--- src/rtl/pplc_pkg.sv ---
// Shared types and constants for the PIN/PUK lock controller.
`default_nettype none

package pplc_pkg;

   localparam logic [7:0] CLASS_CARD      = 8'hA0;
   localparam logic [7:0] INS_VERIFY      = 8'h20;
   localparam logic [7:0] INS_CHANGE      = 8'h24;
   localparam logic [7:0] INS_UNBLOCK     = 8'h2C;
   localparam logic [7:0] INS_PERSONALIZE = 8'h40;
   localparam logic [7:0] DETAIL_BLOCKED  = 8'd255;
   localparam logic [7:0] DETAIL_PUK_BAD  = 8'd1;
   localparam logic [7:0] TRIES_BLOCKED   = 8'd255;
   localparam logic [7:0] TRIES_LIMIT     = 8'd4;
   localparam logic [1:0] MAX_TRIES_RESET = 2'd3;

   localparam int QUEUE_DEPTH = 2;
   localparam int QPTR_W      = (QUEUE_DEPTH > 1) ? $clog2(QUEUE_DEPTH) : 1;
   localparam int QCOUNT_W    = $clog2(QUEUE_DEPTH + 1);

   typedef enum logic [2:0] {
      STATUS_DONE      = 3'd0,
      STATUS_LENGTH    = 3'd1,
      STATUS_STATE     = 3'd2,
      STATUS_INS       = 3'd3,
      STATUS_CLASS     = 3'd4
   } status_type;

   typedef enum logic [1:0] {
      CARD_BLANK    = 2'd0,
      CARD_LOCKED   = 2'd1,
      CARD_BLOCKED  = 2'd2,
      CARD_UNLOCKED = 2'd3
   } card_state_type;

   typedef enum logic [2:0] {
      KIND_POWER,
      KIND_ERROR,
      KIND_PERSONALIZE,
      KIND_VERIFY,
      KIND_CHANGE,
      KIND_UNBLOCK
   } kind_type;

   typedef struct packed {
      kind_type    kind;
      status_type  status;
      logic [7:0]  detail;
      logic [63:0] code1;
      logic [63:0] code2;
   } entry_type;

   typedef struct packed {
      logic                full;
      logic                empty;
      logic [QCOUNT_W-1:0] count;
   } q_status_type;

endpackage

`default_nettype wire

--- src/rtl/pplc_front.sv ---
// Command classifier: checks class, instruction and length, masks the codes.
`default_nettype none

module pplc_front #(
   parameter int CODE_BYTES = 8
) (
   input  wire logic        req_power_on,
   input  wire logic [7:0]  req_class_byte,
   input  wire logic [7:0]  req_command,
   input  wire logic [7:0]  req_length_byte,
   input  wire logic [63:0] req_first_code,
   input  wire logic [63:0] req_second_code,
   output pplc_pkg::entry_type entry
);
   import pplc_pkg::*;

   localparam int          CODE_BITS = CODE_BYTES * 8;
   localparam logic [63:0] CODE_MASK = {64{1'b1}} << (64 - CODE_BITS);
   localparam logic [7:0]  ONE_LEN   = 8'(CODE_BYTES);
   localparam logic [7:0]  TWO_LEN   = 8'(2 * CODE_BYTES);

   always_comb begin
      entry.kind   = KIND_ERROR;
      entry.status = STATUS_DONE;
      entry.detail = 8'd0;
      entry.code1  = req_first_code & CODE_MASK;
      entry.code2  = req_second_code & CODE_MASK;
      if (req_power_on) begin
         entry.kind = KIND_POWER;
      end else if (req_class_byte != CLASS_CARD) begin
         entry.status = STATUS_CLASS;
      end else begin
         case (req_command)
            INS_PERSONALIZE, INS_VERIFY: begin
               if (req_length_byte != ONE_LEN) begin
                  entry.status = STATUS_LENGTH;
                  entry.detail = ONE_LEN;
               end else if (req_command == INS_PERSONALIZE) begin
                  entry.kind = KIND_PERSONALIZE;
               end else begin
                  entry.kind = KIND_VERIFY;
               end
            end
            INS_CHANGE, INS_UNBLOCK: begin
               if (req_length_byte != TWO_LEN) begin
                  entry.status = STATUS_LENGTH;
                  entry.detail = TWO_LEN;
               end else if (req_command == INS_CHANGE) begin
                  entry.kind = KIND_CHANGE;
               end else begin
                  entry.kind = KIND_UNBLOCK;
               end
            end
            default: begin
               entry.status = STATUS_INS;
            end
         endcase
      end
   end

endmodule

`default_nettype wire

--- src/rtl/pplc_queue.sv ---
// Short queue of classified commands between the front and back parts.
`default_nettype none

module pplc_queue (
   input  wire logic                clock,
   input  wire logic                reset,
   input  wire logic                push,
   input  wire pplc_pkg::entry_type push_entry,
   input  wire logic                pop,
   output pplc_pkg::entry_type      head_entry,
   output pplc_pkg::q_status_type   q_status
);
   import pplc_pkg::*;

   localparam logic [QPTR_W-1:0]   PTR_LAST  = QPTR_W'(QUEUE_DEPTH - 1);
   localparam logic [QCOUNT_W-1:0] COUNT_MAX = QCOUNT_W'(QUEUE_DEPTH);

   entry_type             slot_ff [QUEUE_DEPTH];
   logic [QPTR_W-1:0]     wr_ptr_ff, wr_ptr_in;
   logic [QPTR_W-1:0]     rd_ptr_ff, rd_ptr_in;
   logic [QCOUNT_W-1:0]   count_ff, count_in;

   always_comb begin
      wr_ptr_in = wr_ptr_ff;
      rd_ptr_in = rd_ptr_ff;
      count_in  = count_ff;
      if (push) begin
         wr_ptr_in = (wr_ptr_ff == PTR_LAST) ? '0 : wr_ptr_ff + 1'b1;
      end
      if (pop) begin
         rd_ptr_in = (rd_ptr_ff == PTR_LAST) ? '0 : rd_ptr_ff + 1'b1;
      end
      if (push && !pop) begin
         count_in = count_ff + 1'b1;
      end else if (pop && !push) begin
         count_in = count_ff - 1'b1;
      end
   end

   always_ff @(posedge clock) begin
      if (reset) begin
         wr_ptr_ff <= '0;
         rd_ptr_ff <= '0;
         count_ff  <= '0;
      end else begin
         wr_ptr_ff <= wr_ptr_in;
         rd_ptr_ff <= rd_ptr_in;
         count_ff  <= count_in;
      end
   end

   always_ff @(posedge clock) begin
      if (push) begin
         slot_ff[wr_ptr_ff] <= push_entry;
      end
   end

   assign head_entry     = slot_ff[rd_ptr_ff];
   assign q_status.full  = (count_ff == COUNT_MAX);
   assign q_status.empty = (count_ff == '0);
   assign q_status.count = count_ff;

endmodule

`default_nettype wire

--- src/rtl/pplc_back.sv ---
// Command executor: card state, stored codes, try counter and result register.
`default_nettype none

module pplc_back (
   input  wire logic                   clock,
   input  wire logic                   reset,
   input  wire logic                   csr_write_enable,
   input  wire logic [1:0]             csr_write_data,
   input  wire pplc_pkg::entry_type    head_entry,
   input  wire pplc_pkg::q_status_type q_status,
   output logic                        pop,
   output logic                        rsp_valid,
   input  wire logic                   rsp_ready,
   output logic [2:0]                  rsp_status,
   output logic [7:0]                  rsp_detail,
   output logic [1:0]                  rsp_card_state
);
   import pplc_pkg::*;

   card_state_type lock_state_ff, lock_state_in;
   logic [63:0]    pin_ff, pin_in;
   logic [63:0]    puk_ff, puk_in;
   logic [7:0]     tries_ff, tries_in;
   logic [1:0]     max_tries_ff;
   logic           rsp_valid_ff, rsp_valid_in;
   status_type     status_ff, status_in;
   logic [7:0]     detail_ff, detail_in;
   logic [7:0]     restore;
   logic           pin_match;
   logic           puk_match;

   // take the next beat when the result slot is free or drains now
   assign pop       = !q_status.empty && (!rsp_valid_ff || rsp_ready);
   assign restore   = (max_tries_ff == 2'd0) ? 8'd1 : {6'd0, max_tries_ff};
   assign pin_match = (head_entry.code1 == pin_ff);
   assign puk_match = (head_entry.code1 == puk_ff);

   always_comb begin
      lock_state_in = lock_state_ff;
      pin_in        = pin_ff;
      puk_in        = puk_ff;
      tries_in      = tries_ff;
      status_in     = STATUS_DONE;
      detail_in     = 8'd0;
      case (head_entry.kind)
         KIND_POWER: begin
            if (tries_ff == 8'd0) begin
               lock_state_in = CARD_BLANK;
            end else if (tries_ff < TRIES_LIMIT) begin
               lock_state_in = CARD_LOCKED;
            end else begin
               lock_state_in = CARD_BLOCKED;
            end
         end
         KIND_PERSONALIZE: begin
            if (lock_state_ff != CARD_BLANK) begin
               status_in = STATUS_STATE;
            end else begin
               puk_in        = head_entry.code1;
               tries_in      = restore;
               lock_state_in = CARD_LOCKED;
            end
         end
         KIND_VERIFY: begin
            if (lock_state_ff != CARD_LOCKED) begin
               status_in = STATUS_STATE;
            end else if (pin_match) begin
               lock_state_in = CARD_UNLOCKED;
               tries_in      = restore;
            end else if (tries_ff <= 8'd1) begin
               // last try used: block the card
               lock_state_in = CARD_BLOCKED;
               tries_in      = TRIES_BLOCKED;
               detail_in     = DETAIL_BLOCKED;
            end else begin
               tries_in  = tries_ff - 8'd1;
               detail_in = tries_ff - 8'd1;
            end
         end
         KIND_CHANGE: begin
            if (lock_state_ff != CARD_UNLOCKED) begin
               status_in = STATUS_STATE;
            end else if (pin_match) begin
               pin_in = head_entry.code2;
            end else begin
               detail_in = DETAIL_BLOCKED;
            end
         end
         KIND_UNBLOCK: begin
            if (lock_state_ff != CARD_BLOCKED) begin
               status_in = STATUS_STATE;
            end else if (puk_match) begin
               lock_state_in = CARD_LOCKED;
               pin_in        = head_entry.code2;
               tries_in      = restore;
            end else begin
               detail_in = DETAIL_PUK_BAD;
            end
         end
         default: begin
            status_in = head_entry.status;
            detail_in = head_entry.detail;
         end
      endcase
   end

   always_comb begin
      rsp_valid_in = rsp_valid_ff;
      if (pop) begin
         rsp_valid_in = 1'b1;
      end else if (rsp_ready) begin
         rsp_valid_in = 1'b0;
      end
   end

   always_ff @(posedge clock) begin
      if (reset) begin
         lock_state_ff <= CARD_BLANK;
         pin_ff        <= '0;
         puk_ff        <= '0;
         tries_ff      <= '0;
         max_tries_ff  <= MAX_TRIES_RESET;
         rsp_valid_ff  <= 1'b0;
      end else begin
         if (csr_write_enable) begin
            max_tries_ff <= csr_write_data;
         end
         if (pop) begin
            lock_state_ff <= lock_state_in;
            pin_ff        <= pin_in;
            puk_ff        <= puk_in;
            tries_ff      <= tries_in;
         end
         rsp_valid_ff <= rsp_valid_in;
      end
   end

   // result payload, held while the beat stalls
   always_ff @(posedge clock) begin
      if (pop) begin
         status_ff <= status_in;
         detail_ff <= detail_in;
      end
   end

   assign rsp_valid      = rsp_valid_ff;
   assign rsp_status     = status_ff;
   assign rsp_detail     = detail_ff;
   assign rsp_card_state = lock_state_ff;

endmodule

`default_nettype wire

--- src/rtl/pin_puk_lock_controller_core.sv ---
// PIN/PUK lock controller top level: classifier, command queue and executor.
// A command is first written into a queue slot, then executed into the result register.
// Throughput: one command per cycle while the result register is free or being taken.
// The two-entry queue absorbs a stalled result; req_ready drops only when it is full.
// Reset: synchronous; card blank, codes and try counter zero, max_tries back to 3.
`default_nettype none

module pin_puk_lock_controller_core #(
   parameter int CODE_BYTES = 8
) (
   input  wire logic        clock,
   input  wire logic        reset,
   input  wire logic        csr_write_enable,
   input  wire logic [1:0]  csr_write_data,
   input  wire logic        req_valid,
   output logic             req_ready,
   input  wire logic        req_power_on,
   input  wire logic [7:0]  req_class_byte,
   input  wire logic [7:0]  req_command,
   input  wire logic [7:0]  req_length_byte,
   input  wire logic [63:0] req_first_code,
   input  wire logic [63:0] req_second_code,
   output logic             rsp_valid,
   input  wire logic        rsp_ready,
   output logic [2:0]       rsp_status,
   output logic [7:0]       rsp_detail,
   output logic [1:0]       rsp_card_state
);
   import pplc_pkg::*;

   localparam logic [7:0]          ONE_LEN   = 8'(CODE_BYTES);
   localparam logic [7:0]          TWO_LEN   = 8'(2 * CODE_BYTES);
   localparam logic [QCOUNT_W-1:0] COUNT_MAX = QCOUNT_W'(QUEUE_DEPTH);

   entry_type    front_entry;
   entry_type    head_entry;
   q_status_type q_status;
   logic         push;
   logic         pop;

   assign req_ready = !q_status.full;
   assign push      = req_valid && req_ready;

   pplc_front #(
      .CODE_BYTES (CODE_BYTES)
   ) u_front (
      .req_power_on    (req_power_on),
      .req_class_byte  (req_class_byte),
      .req_command     (req_command),
      .req_length_byte (req_length_byte),
      .req_first_code  (req_first_code),
      .req_second_code (req_second_code),
      .entry           (front_entry)
   );

   pplc_queue u_queue (
      .clock      (clock),
      .reset      (reset),
      .push       (push),
      .push_entry (front_entry),
      .pop        (pop),
      .head_entry (head_entry),
      .q_status   (q_status)
   );

   pplc_back u_back (
      .clock            (clock),
      .reset            (reset),
      .csr_write_enable (csr_write_enable),
      .csr_write_data   (csr_write_data),
      .head_entry       (head_entry),
      .q_status         (q_status),
      .pop              (pop),
      .rsp_valid        (rsp_valid),
      .rsp_ready        (rsp_ready),
      .rsp_status       (rsp_status),
      .rsp_detail       (rsp_detail),
      .rsp_card_state   (rsp_card_state)
   );

   a_ready_only_full: assert property (@(posedge clock) disable iff (reset)
      !req_ready |-> (q_status.count == COUNT_MAX))
      else $error("input stalled with room in the queue");

   a_pop_has_room: assert property (@(posedge clock) disable iff (reset)
      pop |-> (!rsp_valid || rsp_ready))
      else $error("result overwritten before it was taken");

   a_idle_after_reset: assert property (@(posedge clock)
      $past(reset) |-> !rsp_valid)
      else $error("result valid right after reset");

   a_length_detail: assert property (@(posedge clock) disable iff (reset)
      (rsp_valid && rsp_status == STATUS_LENGTH) |->
         (rsp_detail == ONE_LEN || rsp_detail == TWO_LEN))
      else $error("length error without expected length");

endmodule

`default_nettype wire

--- config.mk ---
export PLATFORM = sky130hd
export DESIGN_NAME = pin_puk_lock_controller_core
export DESIGN_NICKNAME = d
export VERILOG_FILES = /design/src/rtl/pplc_pkg.sv /design/src/rtl/pplc_front.sv /design/src/rtl/pplc_queue.sv /design/src/rtl/pplc_back.sv /design/src/rtl/pin_puk_lock_controller_core.sv
export SDC_FILE = /design/constraint.sdc
export NUM_CORES = 1
export LEC_CHECK = 0
export BUFFER_PORTS_ARGS = -buffer_cell sky130_fd_sc_hd__clkbuf_2
export CORE_MARGIN = 2
export CORE_UTILIZATION = 50
export CTS_CLUSTER_DIAMETER = 80
export DETAILED_ROUTE_END_ITERATION = 12
export GPL_ROUTABILITY_DRIVEN = 0
export GPL_TIMING_DRIVEN = 0
export PLACE_DENSITY_LB_ADDON = 0.05
export SETUP_SLACK_MARGIN = 0.4
export SYNTH_ARGS = -nofsm -noshare
export SYNTH_HDL_FRONTEND = slang
export SYNTH_HIERARCHICAL = 1
export SYNTH_SLANG_ARGS = --single-unit
--- constraint.sdc ---
create_clock -name clock -period 10.49 [get_ports clock]
set_input_delay 0 -clock clock [delete_from_list [all_inputs] [get_ports clock]]
set_output_delay 0 -clock clock [all_outputs]
set_load 0.02 [all_outputs]
**Word-level counts from Yosys, hierarchy flattened**

Memories as Yosys holds them, arrays and structs flattened. A register that Yosys moved wholly into a read port is not among the register bits.
Cells that the tools add are included.

- Latch bits: 0
- Bits in writable memories: 284
- Logic and storage cells: 129
- Bits in registers: 156
- ROM bits: 0
- Memories kept: 1

- $lt $le $gt $ge: 2
- $mul: 0
- Equality and inequality tests: 24
- Shift-type cells: 0
- Add/sub/neg operators: 5
- Bitwise gates (word level): 1
- Mux-type cells: 58
- Reduce and logical (&&, ||, !) cells: 27
- Divide/modulo/power cells: 0

Memories:

| memory | depth | bits a word | rd ports | clocked after Yosys merged registers in | wr ports | line | source |
|---|---|---|---|---|---|---|---|
| u_queue.slot_ff | 2 | 142 | 1 | 1 | 1 | pplc_queue.sv:18 | `entry_type slot_ff [QUEUE_DEPTH];` |

Operators with widths:

| operator | count |
|---|---|
| 64-bit 2-to-1 mux | 4 |
| 64-bit == test | 2 |
| 64-bit case mux with 2 select lines | 1 |
| 8-bit 2-to-1 mux | 12 |
| 2-bit 2-to-1 mux | 16 |
| 8-bit case mux with 4 select lines | 1 |
| 8-bit by 6-bit == test with 1-bit output, second input constant | 3 |
| 8-bit case mux with 3 select lines | 1 |
| 9-bit 2-to-1 mux | 2 |
| 8-bit case mux with 2 select lines | 1 |
| 3-bit case mux with 5 select lines | 1 |
| 3-bit 2-to-1 mux | 4 |
| 2-bit != test, second input constant | 6 |
| 3-bit case mux with 2 select lines | 2 |
| 6-bit AND reduction | 2 |
| 1-bit 2-to-1 mux | 11 |
| 11-bit 2-to-1 mux | 1 |
| 8-bit by 7-bit == test with 1-bit output, second input constant | 1 |
| 8-bit by 1-bit less-or-equal comparator with 1-bit output, second input constant | 1 |
| 8-bit logical NOT | 1 |
| 8-bit by 3-bit less-than comparator with 1-bit output, second input constant | 1 |
| 8-bit by 4-bit != test with 1-bit output, second input constant | 1 |
| 8-bit by 5-bit != test with 1-bit output, second input constant | 1 |
| 8-bit != test, second input constant | 1 |
| other kinds (22) | 40 |

**Longest topological paths before layout**

- Depth after elaboration: 7
- Depth in mapped cells: 13

**Modules after synthesis**

The synthesis kept the hierarchy.

Modules (own cells, without submodules):

| module | area each (µm²) | times used | cells an instance |
|---|---|---|---|
| pplc_queue | 10,775.3 | 1 | 464 |
| pplc_back | 7,448.4 | 1 | 913 |
| pplc_front | 1,243.7 | 1 | 163 |
| pin_puk_lock_controller_core | 10.0 | 1 | 2 |

**Worst setup path before layout**

Ideal clock, no wire load.

- Kind: register to register
- Start point: register u_queue.count_ff[0]
- End point: memory u_queue/slot_ff[0][0] (netlist bit), enable pin
- Period minus slack after synthesis: 7,608 ps
- Path slack: 2,882 ps
- Arrival time: 6,946 ps
- Cell stages (with the launch flop): 4
- Cell sequence: dfxtp_1 -> nor2b_1 -> nor2b_1 -> nor2b_1

RTL lines:

| item | line | source |
|---|---|---|
| start, declared | pplc_queue.sv:21 | `logic [QCOUNT_W-1:0] count_ff, count_in;` |
| start signal, assigned | pplc_queue.sv:48 | `count_ff <= count_in;` |
| end, declared | pplc_queue.sv:18 |  |

==> flow_summary.ini <==
[yosys]
async_flop_share_pct = 0
syn_inst = 1542
ys_seq_area_share_pct = 60.5
yosys_warnings = 6
syn_area_um2 = 19500
syn_avg_cell_area_um2 = 12.6
ys_ff_latch = 441
ys_types = 58
synth_edf_count = 295
ys.flop_type = edfxtp_1

[global_route]
grt_pass1_vias = 12200
overflow = 0
grt_pass1_wl_um = 70200
antenna_found_initial = 0
grt_max_degree = 60
track_usage_pct = 22.9

[clocking]
post-cts-setup-buffers = 0
clkLatencyLatePin_ns = 0.57
clkSinkCount = 441
cts_hold_buf = 152
numCtsBuffers = 47
root_buffer = clkbuf_16
cts_resized = 0
clockBufferDepth = 3
cts.clk_slew.worst_paths_ns = 0.06
ctsHtreeMaxLevel = 2
cts_tree = built

[drt]
vias_per_cell = 5.21
drt_pass1_iterations = 5
drc = 0
postRouteAntennaNets = 0
drt-initial-drc-count = 832
vias = 12300
wl_per_cell_um = 20.0
totalWireLength_um = 47000

[die]
row_count = 72
die_h_um = 201
design.die.area_um2 = 40500
start_util_pct = 50.5
coreArea_um2 = 38600
io_pins = 175
fp.dieW_um = 201

[outcome]
status = completed

[timing]
fin_crit_ns = 4.52
period_share_pct = 43.1
rsz0062_at_grt = no
setup_tns_ns = 0
setup_viol = 0
finalMaxSlewViolations = 0
skew_ns = 0.0167
max_freq_mhz = 221
slew_headroom_pct = 2.68
final_hold_viol_count = 0
hold_ws_ns = 0.0495
worst_pin_slew_ns = 1.45

[cells_and_area]
drive_gt1_share_pct = 24.2
area_growth_pct = 20.6
layout.nets = 1964
diodes = 0
fin_area_um2 = 23500

[min_path]
worstHoldStart = req_length_byte[0]
min_path_cells = 4
hold_class = in2reg
min_to = u_queue/slot_ff[0][132]

[power_and_ir_drop]
ir_drop_mv = 0.139
p_leak_uw = 0.00844
powerDensity_nw_per_um2 = 223
fin_total_pwr_uw = 5240

[flow_run]
maxCapViolations = 0

[critical_path]
cp-start-kind = flip-flop
slowest_stage = nor4_4
crit_fanout = 10
rr_endpoint = u_back/pin_ff[27]
path_common_cell = buf_6
slowest_delay_ns = 0.75
reg2reg_slack_ns = 5.97
reg2reg_depth = 12
required_ns = 10.92
critical_path.cell_chain = buf_6 > buf_6 > buf_6 > mux2_4 > xor2_1 > nor4_1 > nand4_1 > nor4_4 > a31oi_1 > buf_2 > o21ai_1 > a21oi_1
crit_path_end_kind = flip-flop
arrival_ns = 4.95
crit_type = reg2reg

[placement]
port-buffer-count = 46
dpl.hpwl_um = 33000
place_area_um2 = 20500
[placed cells by master, fill, tap and decap left out, drive strengths merged, types with 4 or more instances in the layout]
cell type	netlist	routed
nor2	31	31
nor4	26	26
nand2b	5	5
clkbuf	36	150
xor2	68	68
a211oi	5	5
clkinv	0	15
a21oi	146	146
edfxtp	295	295
nand2	150	150
inv	9	10
nor2b	10	10
dlygate4sd3	0	152
mux2	142	142
nand4b	8	8
xnor2	70	70
nand3	71	71
dfxtp	146	146
and2	4	4
buf	177	184
o21ai	72	72
nand4	21	21
conb	1	6
mux2i	6	6
nor3	7	7
[final cells by class]
type / instances / area, µm²
plain buffers: 213 / 1430
clock buffers: 68 / 1320
clock inverters: 17 / 103
fillers: 3139 / 15100
inverters: 9 / 33.8
multi-input cells: 884 / 6270
flip-flops and latches: 441 / 11800
well taps: 518 / 648
repair buffers: 205 / 1910
[Yosys cell counts (3+ instances only)]
cell | count | area, µm²
nand2_1 | 150 | 563
nand4b_1 | 8 | 70.1
mux2i_1 | 6 | 60.1
edfxtp_1 | 295 | 8860
nor2_1 | 30 | 113
nor2b_1 | 10 | 62.6
or3_1 | 3 | 18.8
buf_1 | 7 | 26.3
and2_1 | 4 | 25.0
nor4_1 | 22 | 138
inv_1 | 9 | 33.8
buf_2 | 19 | 95.1
nor4_4 | 3 | 63.8
nand4_1 | 21 | 131
xor2_1 | 68 | 596
clkbuf_1 | 36 | 135
ha_1 | 3 | 37.5
nand2b_1 | 5 | 31.3
a21oi_1 | 146 | 731
o21ai_1 | 66 | 330
mux2_2 | 62 | 698
dfxtp_1 | 146 | 2920
o21ai_0 | 6 | 30.0
nand3_1 | 69 | 345
mux2_4 | 80 | 1200
buf_4 | 141 | 1060
a31oi_1 | 3 | 18.8
buf_6 | 10 | 113
xnor2_1 | 70 | 613
nor3_1 | 6 | 30.0
a211oi_1 | 5 | 37.5
[worst max-delay path by stage]
stage                                   to  slack (ns)  depth (start not counted)
floorplan            u_queue/slot_ff[0][0]        2.88                          3
global placement    u_queue/slot_ff[0][33]       -1.17                          3
detailed placement       u_back/pin_ff[31]        6.00                         12
CTS                      u_back/pin_ff[31]        6.00                         12
global route             u_back/pin_ff[33]        5.85                         12
finish                   u_back/pin_ff[27]        5.97                         12
[stage by stage]
stage                     utilization [%]  setup slack [ns]  instances
after floorplan                         -              2.88       1547
after global placement               52.8             -1.17       2111
after detailed placement             53.3              6.00       2118
after CTS                            60.9              6.00       2355
after global routing                 60.9              5.85       2355
final                                60.9              5.97       2355
[cell families (layout without fill, tap and decap cells)]
group | Yosys count | in the layout | synth area share, %
buffers and inverters | 222 | 512 | 7.50
xor gates and xnor gates | 138 | 138 | 6.21
AOI/OAI and AO/OA | 240 | 240 | 6.53
DFF | 441 | 441 | 60.5
muxes | 148 | 148 | 10.1
adders and majority gates | 3 | 3 | 0.193
and+or+nand+nor | 349 | 349 | 9.01
other | 1 | 6 | 0.0193
[state kept, by name, summed over array words and instances (netlist names), named ones only]
name / flops
u_queue/slot_ff: 284
u_back/rsp_status: 3
u_back/rsp_valid: 1
u_back/tries_ff: 8
u_queue/wr_ptr_ff: 1
u_queue/count_ff: 2
u_back/max_tries_ff: 2
u_queue/rd_ptr_ff: 1
u_back/pin_ff: 64
u_back/puk_ff: 64
u_back/rsp_detail: 8
u_back/rsp_card_state: 2
[power breakdown]
group	internal (µW)	leakage, µW	switching (µW)
Sequential	2130	0.00394	71.6
Combinational	610	0.00380	892
Clock	891	0.000699	647
Total	3630	0.00844	1610
[metal layers]
layer  share of wire [%]  track usage [%]
met1                  46             31.7
met2                  47             37.3
met3                 4.8             3.60
met4                 2.5             7.48
met5                   0                0
[worst max-delay path: cells and delay by family, from the launching register on]
kind	cells	cell delay, ns
AOI/OAI and AO/OA	3	0.92
xor gates and xnor gates	1	0.17
buffers and inverters	4	1.08
DFF	1	0.33
muxes	1	0.35
and+or+nand+nor	3	1.50
(Power assumes the default switching activity.)
